## config.mk

```make
export PLATFORM = sky130hd
export DESIGN_NAME = adjacency_matrix_dfs_order_top
export DESIGN_NICKNAME = d
export VERILOG_FILES = /design/src/rtl/amdfs_pkg.sv /design/src/rtl/amdfs_cmd_queue.sv /design/src/rtl/amdfs_walker.sv /design/src/rtl/adjacency_matrix_dfs_order_top.sv
export SDC_FILE = /design/constraint.sdc
export NUM_CORES = 2
export LEC_CHECK = 0
export BUFFER_PORTS_ARGS = -buffer_cell sky130_fd_sc_hd__buf_2
export CAP_MARGIN = 15
export CORE_UTILIZATION = 55
export DETAILED_ROUTE_END_ITERATION = 16
export GPL_TIMING_DRIVEN = 0
export PLACE_DENSITY_LB_ADDON = 0.05
export SYNTH_ARGS = -nofsm -noshare
export SYNTH_HDL_FRONTEND = slang
export SYNTH_SLANG_ARGS = --single-unit
```

## constraint.sdc

```tcl
create_clock -name clock -period 10.5 [get_ports clock]
set_input_delay 2.1 -clock clock [delete_from_list [all_inputs] [get_ports clock]]
set_output_delay 2.1 -clock clock [all_outputs]
set_load 0.02 [all_outputs]
```

## src/rtl/amdfs_pkg.sv

```systemverilog
// ----------------------------------------------------------------------------
// amdfs_pkg
// Shared types, codes and helpers for the adjacency-matrix depth-first
// traversal block.
// ----------------------------------------------------------------------------
package amdfs_pkg;

   localparam int MASK_W   = 32;
   localparam int VERTEX_W = 5;
   localparam int COUNT_W  = 6;

   // Command queue between the front and the back.
   localparam int QUEUE_DEPTH = 2;
   localparam int QPTR_W      = $clog2(QUEUE_DEPTH);
   localparam int QCNT_W      = $clog2(QUEUE_DEPTH + 1);

   // Function codes of an input item.
   localparam logic FUNC_LOAD     = 1'b0;
   localparam logic FUNC_TRAVERSE = 1'b1;

   typedef struct packed {
      logic                func;
      logic [VERTEX_W-1:0] row_index;
      logic [MASK_W-1:0]   row_mask;
   } cmd_type;

   typedef enum logic [1:0] {
      WALK_IDLE,
      WALK_RUN,
      WALK_FLUSH
   } walk_state_type;

   // Index of the lowest set bit; only used on a nonzero mask.
   function automatic logic [VERTEX_W-1:0] lowest_bit(input logic [MASK_W-1:0] m);
      logic [VERTEX_W-1:0] r;
      r = '0;
      for (int i = MASK_W - 1; i >= 0; i--) begin
         if (m[i]) begin
            r = VERTEX_W'(i);
         end
      end
      return r;
   endfunction

endpackage

```

## src/rtl/amdfs_cmd_queue.sv

```systemverilog
// ----------------------------------------------------------------------------
// amdfs_cmd_queue
// Small FIFO that decouples item intake from the traversal engine.
// ----------------------------------------------------------------------------
module amdfs_cmd_queue (
   input  logic                clock,
   input  logic                reset,
   input  logic                push_valid,
   output logic                push_stall,
   input  amdfs_pkg::cmd_type  push_cmd,
   output logic                pop_valid,
   input  logic                pop,
   output amdfs_pkg::cmd_type  pop_cmd
);

   amdfs_pkg::cmd_type               entry_ff [amdfs_pkg::QUEUE_DEPTH];
   logic [amdfs_pkg::QPTR_W-1:0]     wr_ptr_ff, wr_ptr_in;
   logic [amdfs_pkg::QPTR_W-1:0]     rd_ptr_ff, rd_ptr_in;
   logic [amdfs_pkg::QCNT_W-1:0]     count_ff, count_in;
   logic                             do_push;
   logic                             do_pop;

   assign push_stall = (count_ff == amdfs_pkg::QCNT_W'(amdfs_pkg::QUEUE_DEPTH));
   assign pop_valid  = (count_ff != '0);
   assign pop_cmd    = entry_ff[rd_ptr_ff];
   assign do_push    = push_valid && !push_stall;
   assign do_pop     = pop && pop_valid;

   always_comb begin
      wr_ptr_in = wr_ptr_ff;
      rd_ptr_in = rd_ptr_ff;
      count_in  = count_ff;
      if (do_push) begin
         wr_ptr_in = (wr_ptr_ff == amdfs_pkg::QPTR_W'(amdfs_pkg::QUEUE_DEPTH - 1)) ?
                     '0 : wr_ptr_ff + 1'b1;
      end
      if (do_pop) begin
         rd_ptr_in = (rd_ptr_ff == amdfs_pkg::QPTR_W'(amdfs_pkg::QUEUE_DEPTH - 1)) ?
                     '0 : rd_ptr_ff + 1'b1;
      end
      if (do_push && !do_pop) begin
         count_in = count_ff + 1'b1;
      end else if (do_pop && !do_push) begin
         count_in = count_ff - 1'b1;
      end
   end

   always_ff @(posedge clock) begin
      if (reset) begin
         wr_ptr_ff <= '0;
         rd_ptr_ff <= '0;
         count_ff  <= '0;
      end else begin
         wr_ptr_ff <= wr_ptr_in;
         rd_ptr_ff <= rd_ptr_in;
         count_ff  <= count_in;
      end
   end

   always_ff @(posedge clock) begin
      if (do_push) begin
         entry_ff[wr_ptr_ff] <= push_cmd;
      end
   end

endmodule

```

## src/rtl/amdfs_walker.sv

```systemverilog
// ----------------------------------------------------------------------------
// amdfs_walker
// Back end: holds the adjacency rows, runs the stack-based depth-first walk
// and drives the result register.
// ----------------------------------------------------------------------------
module amdfs_walker #(
   parameter int MAX_VERTICES = 32
) (
   input  logic                              clock,
   input  logic                              reset,
   input  logic                              cmd_valid,
   input  amdfs_pkg::cmd_type                cmd,
   output logic                              cmd_pop,
   input  logic [amdfs_pkg::MASK_W-1:0]      in_use,
   output logic                              rsp_valid,
   input  logic                              rsp_stall,
   output logic [amdfs_pkg::VERTEX_W-1:0]    rsp_vertex_index,
   output logic                              rsp_last_of_run
);

   localparam int ROWS = (MAX_VERTICES < amdfs_pkg::MASK_W) ? MAX_VERTICES
                                                             : amdfs_pkg::MASK_W;
   localparam int IW   = $clog2(ROWS);
   localparam int DW   = $clog2(ROWS + 1);

   amdfs_pkg::walk_state_type         state_ff, state_in;
   logic [amdfs_pkg::MASK_W-1:0]      rows_ff  [ROWS];
   logic [amdfs_pkg::VERTEX_W-1:0]    stack_ff [ROWS];
   logic [DW-1:0]                     depth_ff, depth_in;
   logic [amdfs_pkg::MASK_W-1:0]      visited_ff, visited_in;
   logic                              pend_valid_ff, pend_valid_in;
   logic [amdfs_pkg::VERTEX_W-1:0]    pend_vertex_ff, pend_vertex_in;
   logic                              rsp_valid_ff, rsp_valid_in;
   logic [amdfs_pkg::VERTEX_W-1:0]    rsp_vertex_ff, rsp_vertex_in;
   logic                              rsp_last_ff, rsp_last_in;

   logic                              row_we;
   logic                              stack_we;
   logic                              out_free;
   logic [DW-1:0]                     depth_m1;
   logic [amdfs_pkg::VERTEX_W-1:0]    top_vertex;
   logic [amdfs_pkg::MASK_W-1:0]      fresh;
   logic [amdfs_pkg::MASK_W-1:0]      cand;
   logic                              found;
   logic [amdfs_pkg::VERTEX_W-1:0]    next_vertex;

   assign rsp_valid        = rsp_valid_ff;
   assign rsp_vertex_index = rsp_vertex_ff;
   assign rsp_last_of_run  = rsp_last_ff;

   assign out_free    = !rsp_valid_ff || !rsp_stall;
   assign depth_m1    = depth_ff - 1'b1;
   assign top_vertex  = stack_ff[depth_m1[IW-1:0]];
   assign fresh       = in_use & ~visited_ff;
   // Empty stack: open a new component at the lowest unvisited vertex.
   assign cand        = (depth_ff == '0) ? fresh : (rows_ff[top_vertex[IW-1:0]] & fresh);
   assign found       = |cand;
   assign next_vertex = amdfs_pkg::lowest_bit(cand);

   always_comb begin
      state_in       = state_ff;
      depth_in       = depth_ff;
      visited_in     = visited_ff;
      pend_valid_in  = pend_valid_ff;
      pend_vertex_in = pend_vertex_ff;
      rsp_valid_in   = rsp_valid_ff && rsp_stall;
      rsp_vertex_in  = rsp_vertex_ff;
      rsp_last_in    = rsp_last_ff;
      row_we         = 1'b0;
      stack_we       = 1'b0;
      cmd_pop        = 1'b0;

      case (state_ff)
         amdfs_pkg::WALK_IDLE: begin
            cmd_pop = cmd_valid;
            if (cmd_valid) begin
               if (cmd.func == amdfs_pkg::FUNC_LOAD) begin
                  row_we = ({1'b0, cmd.row_index} < (amdfs_pkg::VERTEX_W + 1)'(ROWS));
               end else begin
                  visited_in    = '0;
                  depth_in      = '0;
                  pend_valid_in = 1'b0;
                  state_in      = amdfs_pkg::WALK_RUN;
               end
            end
         end
         amdfs_pkg::WALK_RUN: begin
            if (found) begin
               // Hold the discovery until the previous vertex can be shipped.
               if (!pend_valid_ff || out_free) begin
                  visited_in = visited_ff | (amdfs_pkg::MASK_W'(1) << next_vertex);
                  if (pend_valid_ff) begin
                     rsp_valid_in  = 1'b1;
                     rsp_vertex_in = pend_vertex_ff;
                     rsp_last_in   = 1'b0;
                  end
                  pend_valid_in  = 1'b1;
                  pend_vertex_in = next_vertex;
                  if (depth_ff < DW'(ROWS)) begin
                     stack_we = 1'b1;
                     depth_in = depth_ff + 1'b1;
                  end
               end
            end else if (depth_ff != '0) begin
               depth_in = depth_m1;
            end else begin
               state_in = amdfs_pkg::WALK_FLUSH;
            end
         end
         amdfs_pkg::WALK_FLUSH: begin
            if (!pend_valid_ff) begin
               state_in = amdfs_pkg::WALK_IDLE;
            end else if (out_free) begin
               rsp_valid_in  = 1'b1;
               rsp_vertex_in = pend_vertex_ff;
               rsp_last_in   = 1'b1;
               pend_valid_in = 1'b0;
               state_in      = amdfs_pkg::WALK_IDLE;
            end
         end
         default: begin
            state_in = amdfs_pkg::WALK_IDLE;
         end
      endcase
   end

   always_ff @(posedge clock) begin
      if (reset) begin
         state_ff      <= amdfs_pkg::WALK_IDLE;
         depth_ff      <= '0;
         visited_ff    <= '0;
         pend_valid_ff <= 1'b0;
         rsp_valid_ff  <= 1'b0;
      end else begin
         state_ff      <= state_in;
         depth_ff      <= depth_in;
         visited_ff    <= visited_in;
         pend_valid_ff <= pend_valid_in;
         rsp_valid_ff  <= rsp_valid_in;
      end
   end

   always_ff @(posedge clock) begin
      pend_vertex_ff <= pend_vertex_in;
      rsp_vertex_ff  <= rsp_vertex_in;
      rsp_last_ff    <= rsp_last_in;
      if (stack_we) begin
         stack_ff[depth_ff[IW-1:0]] <= next_vertex;
      end
   end

   always_ff @(posedge clock) begin
      if (reset) begin
         for (int i = 0; i < ROWS; i++) begin
            rows_ff[i] <= '0;
         end
      end else if (row_we) begin
         rows_ff[cmd.row_index[IW-1:0]] <= cmd.row_mask;
      end
   end

endmodule

```

## src/rtl/adjacency_matrix_dfs_order_top.sv

```systemverilog
// ----------------------------------------------------------------------------
// adjacency_matrix_dfs_order_top
// Load item: one row loads per cycle back to back while no walk is running.
// Traverse item: the walk starts once the item is taken; each step either finds
//   a vertex or backtracks one level.
// A vertex leaves on the edge that finds the next one; the last one leaves from
//   the flush state once the stack runs dry. A stalled response holds the walk.
// Reset clears the rows, the queue and the walk state, and sets the count to 32.
// ----------------------------------------------------------------------------
module adjacency_matrix_dfs_order_top #(
   parameter int MAX_VERTICES = 32
) (
   input  logic                               clock,
   input  logic                               reset,
   // Configuration
   input  logic                               csr_write_enable,
   input  logic [amdfs_pkg::COUNT_W-1:0]      csr_vertex_count,
   // Request channel
   input  logic                               req_valid,
   output logic                               req_stall,
   input  logic                               req_func,
   input  logic [amdfs_pkg::VERTEX_W-1:0]     req_row_index,
   input  logic [amdfs_pkg::MASK_W-1:0]       req_row_mask,
   // Response channel
   output logic                               rsp_valid,
   input  logic                               rsp_stall,
   output logic [amdfs_pkg::VERTEX_W-1:0]     rsp_vertex_index,
   output logic                               rsp_last_of_run
);

   // Count actually usable: limited by the build size and by the 32-bit masks.
   localparam int LIMIT = (MAX_VERTICES < amdfs_pkg::MASK_W) ? MAX_VERTICES
                                                              : amdfs_pkg::MASK_W;

   logic [amdfs_pkg::COUNT_W-1:0]   vertex_count_ff, vertex_count_in;
   logic [amdfs_pkg::COUNT_W-1:0]   active_count;
   logic [amdfs_pkg::MASK_W-1:0]    in_use;
   amdfs_pkg::cmd_type              req_cmd;
   amdfs_pkg::cmd_type              head_cmd;
   logic                            head_valid;
   logic                            head_pop;

   // Vertex count register; the user writes it only while the block is idle; not enforced.
   assign vertex_count_in = csr_write_enable ? csr_vertex_count : vertex_count_ff;

   always_ff @(posedge clock) begin
      if (reset) begin
         vertex_count_ff <= amdfs_pkg::COUNT_W'(32);
      end else begin
         vertex_count_ff <= vertex_count_in;
      end
   end

   // Clamp the count and expand it into the in-use vertex mask.
   assign active_count = (vertex_count_ff > amdfs_pkg::COUNT_W'(LIMIT)) ?
                         amdfs_pkg::COUNT_W'(LIMIT) : vertex_count_ff;

   always_comb begin
      for (int i = 0; i < amdfs_pkg::MASK_W; i++) begin
         in_use[i] = (amdfs_pkg::COUNT_W'(i) < active_count);
      end
   end

   // Front: pack the item and queue it, so intake runs while a walk is busy.
   always_comb begin
      req_cmd.func      = req_func;
      req_cmd.row_index = req_row_index;
      req_cmd.row_mask  = req_row_mask;
   end

   amdfs_cmd_queue u_queue (
      .clock      (clock),
      .reset      (reset),
      .push_valid (req_valid),
      .push_stall (req_stall),
      .push_cmd   (req_cmd),
      .pop_valid  (head_valid),
      .pop        (head_pop),
      .pop_cmd    (head_cmd)
   );

   // Back: row loads and the depth-first walk, in queue order.
   amdfs_walker #(
      .MAX_VERTICES (MAX_VERTICES)
   ) u_walker (
      .clock            (clock),
      .reset            (reset),
      .cmd_valid        (head_valid),
      .cmd              (head_cmd),
      .cmd_pop          (head_pop),
      .in_use           (in_use),
      .rsp_valid        (rsp_valid),
      .rsp_stall        (rsp_stall),
      .rsp_vertex_index (rsp_vertex_index),
      .rsp_last_of_run  (rsp_last_of_run)
   );

endmodule

```

==> results.json <==
{
  "layout.nets": 5289,
  "arrival_ns": 11.37,
  "hpwl_mm": 195,
  "path_depth": 29,
  "antenna_found_initial": 29,
  "layout_min_cycle_time_ns": 10.66,
  "die_height_um": 331,
  "grt_pass1_vias": 44200,
  "maxSlewHeadroom_pct": 1.54,
  "drc_errors": 0,
  "fin_skew_ns": 0.0253,
  "synthCells": 4955,
  "synth_top_area_share_pct": 64.1,
  "cp-end-kind": "flip-flop",
  "grt_max_degree": 39,
  "insertion_delay_ns": 0.79,
  "tightestPinTransition_ns": 1.48,
  "yosys-top-cells-count": "edfxtp_1 (1,271), nor2_1 (1,146), nand2_1 (563)",
  "synth_most_common_cell": "edfxtp_1",
  "htreeDepth": 4,
  "synth_top_area_cell": "edfxtp_1",
  "max-cap-violations": 0,
  "finalSetupViolCount": 26,
  "p_per_area_nw_per_um2": 297,
  "totalPowerFinal_w": 0.0200,
  "path_delay_family": "buffers and inverters",
  "first_iter_violations": 8985,
  "layout-drive-gt1-share_pct": 11.8,
  "synth-edff-count": 1271,
  "ctsHoldBuffers": 0,
  "p_sw_w": 0.00909,
  "p_int_w": 0.0109,
  "combPwrFrac_pct": 43.7,
  "power_frac_seq_pct": 30.8,
  "synthArstFlopShare_pct": 0,
  "grt_usage_pct": 50.5,
  "ys_top_cells_by_area": "edfxtp_1 (64%), nor2_1 (7.2%), mux2i_1 (4.9%), nand2_1 (3.6%), nand3_1 (2.6%)",
  "required_ns": 11.21,
  "cp_common_cell": "buf_2",
  "ys_dominant_reg_cell": "edfxtp_1",
  "grt_overflow": 0,
  "power_switching_share_pct": 45.4,
  "rsz0062_at_grt": "false",
  "crit_path_max_fanout": 38,
  "area_delta_synth_final_pct": 13.5,
  "crit_buf_inv": 13,
  "hold_depth": 0,
  "globalplace.congestion": 1.10,
  "start_kind": "flip-flop",
  "io_buffers": 55,
  "fp.dieW_um": 331,
  "avgSynthCellArea_um2": 12.0,
  "dr.pass1.iters": 10,
  "synth_cell_types": 98,
  "ys_warn_count": 0,
  "reg2regPathDepth": 29,
  "crit_path_max_incr_delay_ns": 1.01,
  "tritoncts": "yes",
  "netlist_area_um2": 59500,
  "fin_ws_ns": -0.164,
  "num_rows": 120,
  "ys_seq_area_share_pct": 65.9,
  "wirelength_mm": 278,
  "outcome": "complete, but fails checks",
  "fill_cells": 8593,
  "fin_crit_sh_pct": 102,
  "place_ws_ns": -0.633,
  "drv_slew": 0,
  "cts_made_buffers": 143,
  "layout.cells.non_filler": 6771,
  "hold_path_class": "reg -> reg",
  "vias": 48400,
  "ant_nets": 0,
  "p_leak_nw": 24.5,
  "cts_root_buffer": "clkbuf_16",
  "boundaryPins": 57,
  "p_clk_share_pct": 25.5,
  "violations": "negative setup slack",
  "path_class": "reg -> reg",
  "ys_ff_latch": 1324,
  "clk_pin_slew_ns": 0.06,
  "mappedNetlistNets": 5014,
  "cpMaxStageDelayCell": "buf_1",
  "final.setup.tns_ns": -2.26,
  "cts_sinks": 1324,
  "core_area_um2": 107000,
  "dieArea_um2": 110000,
  "initial_core_util_pct": 55.5,
  "dp_cells": 6477,
  "clk_path_buf_depth": 3,
  "wl_per_cell_um": 41.0,
  "clock.fmax_ghz": 0.0938,
  "hold_viol_final": 0,
  "grt_pass1_wl_mm": 366,
  "avgViaCountPerCell": 7.14,
  "ir_worst_vdd_mv": 0.190
}
-- routing by layer --
metal | track usage, % | up-vias | part of all wire [%]
met5 | 0.913 | - | 0.093
met4 | 43.0 | 32 | 11
met3 | 20.1 | 1383 | 16
met1 | 60.6 | 23600 | 33
li1 | - | 18600 | -
met2 | 70.8 | 4744 | 41
-- worst reg2reg max path: cells and delay by family (launching register included) --
kind	cells	cell delay, ns
adders and majority gates	1	0.39
and+or+nand+nor	8	2.09
muxes	1	0.15
AOI/OAI and AO/OA	6	2.23
buffers and inverters	13	5.38
DFF	1	0.36
-- sequential cells by signal (all words and copies together) (netlist names), named ones only --
name	count
u_walker.depth_ff	6
u_walker.state_ff	2
vertex_count_ff	6
u_walker.rsp_last_of_run	1
u_walker.stack_ff	160
u_walker.visited_ff	32
u_walker.rsp_vertex_index	5
u_queue.rd_ptr_ff	1
u_walker.pend_vertex_ff	5
u_walker.rsp_valid	1
u_walker.pend_valid_ff	1
u_walker.rows_ff	1024
u_queue.entry_ff	76
u_queue.count_ff	2
u_queue.wr_ptr_ff	1
-- power groups by stage --
stage	Combinational (W)	Clock (W)	Sequential [W]
final	0.00874	0.00511	0.00617
after global routing	0.00843	0.00523	0.00619
after CTS	0.00788	0.00504	0.00617
after detailed placement	0.00785	0	0.00628
after global placement	0.00773	0	0.00629
after floorplan	0.00377	0	0.00626
-- metrics by stage --
stage	util, %	instance area [um^2]	hold WS (ns)
after global placement	57.4	61500	0.401
after global routing	63.0	67500	0.425
final	63.0	67500	0.418
after detailed placement	58.5	62700	0.405
after floorplan	-	59500	0.400
after CTS	62.8	67300	0.419
-- worst paths after layout --
path / startpoint / endpoint / slack (ns)
min reg2reg: u_walker.pend_vertex_ff[3] / u_walker.rsp_vertex_index[3] / 0.42
max reg2reg: u_walker.depth_ff[0] / u_walker.visited_ff[13] / -0.16
min: u_walker.pend_vertex_ff[3] / u_walker.rsp_vertex_index[3] / 0.42
max: u_walker.depth_ff[0] / u_walker.visited_ff[13] / -0.16
-- logic make-up after synthesis --
| kind of cell | share of synthesized area [%] |
|---|---|
| buffers and inverters | 3.78 |
| DFF | 65.9 |
| xor gates and xnor gates | 0.187 |
| and+or+nand+nor | 15.6 |
| adders and majority gates | 0.210 |
| AOI/OAI and AO/OA | 7.02 |
| muxes | 7.31 |
-- final cells by class --
class | instances | area (um^2) | share of cell area (%)
flip-flops and latches | 1324 | 39200 | 58.1
multi-input cells | 3126 | 18200 | 26.9
clock buffers | 191 | 3970 | 5.88
plain buffers | 445 | 2040 | 3.01
well taps | 1403 | 1760 | 2.60
repair buffers | 130 | 1440 | 2.13
clock inverters | 69 | 651 | 0.963
inverters | 60 | 229 | 0.339
diodes | 23 | 57.6 | 0.0852
-- cells in the final DEF, fill, tap and decap left out, drive strengths merged, types with 10 or more instances in the layout --
master / instances
edfxtp: 1271
nor2: 1147
nand2: 564
clkbuf: 490
nand3: 307
mux2i: 291
buf: 276
o21ai: 68
a311oi: 59
inv: 59
dfxtp: 53
a21oi: 53
clkinv: 53
mux4: 47
and3: 44
nand4: 36
a41oi: 34
a211oi: 34
mux2: 32
a2111oi: 27
a32o: 24
diode: 23
o211ai: 22
o2111ai: 21
a31oi: 21
nor3: 21
o41ai: 17
a22o: 17
a311o: 16
or3: 14
a211o: 13
o31ai: 13
a32oi: 12
bufinv: 12
or2: 11
ha: 10
and2: 10
-- what timing repair did --
| item | in CTS | in global routing |
|---|---|---|
| endpoints found under the setup margin | 83 | 227 |
| resized for setup | 3 | 8 |
| buffers inserted | 0 | 0 |
| endpoints found under the hold margin | 0 | 0 |
Power figures use the tool's default switching activity.
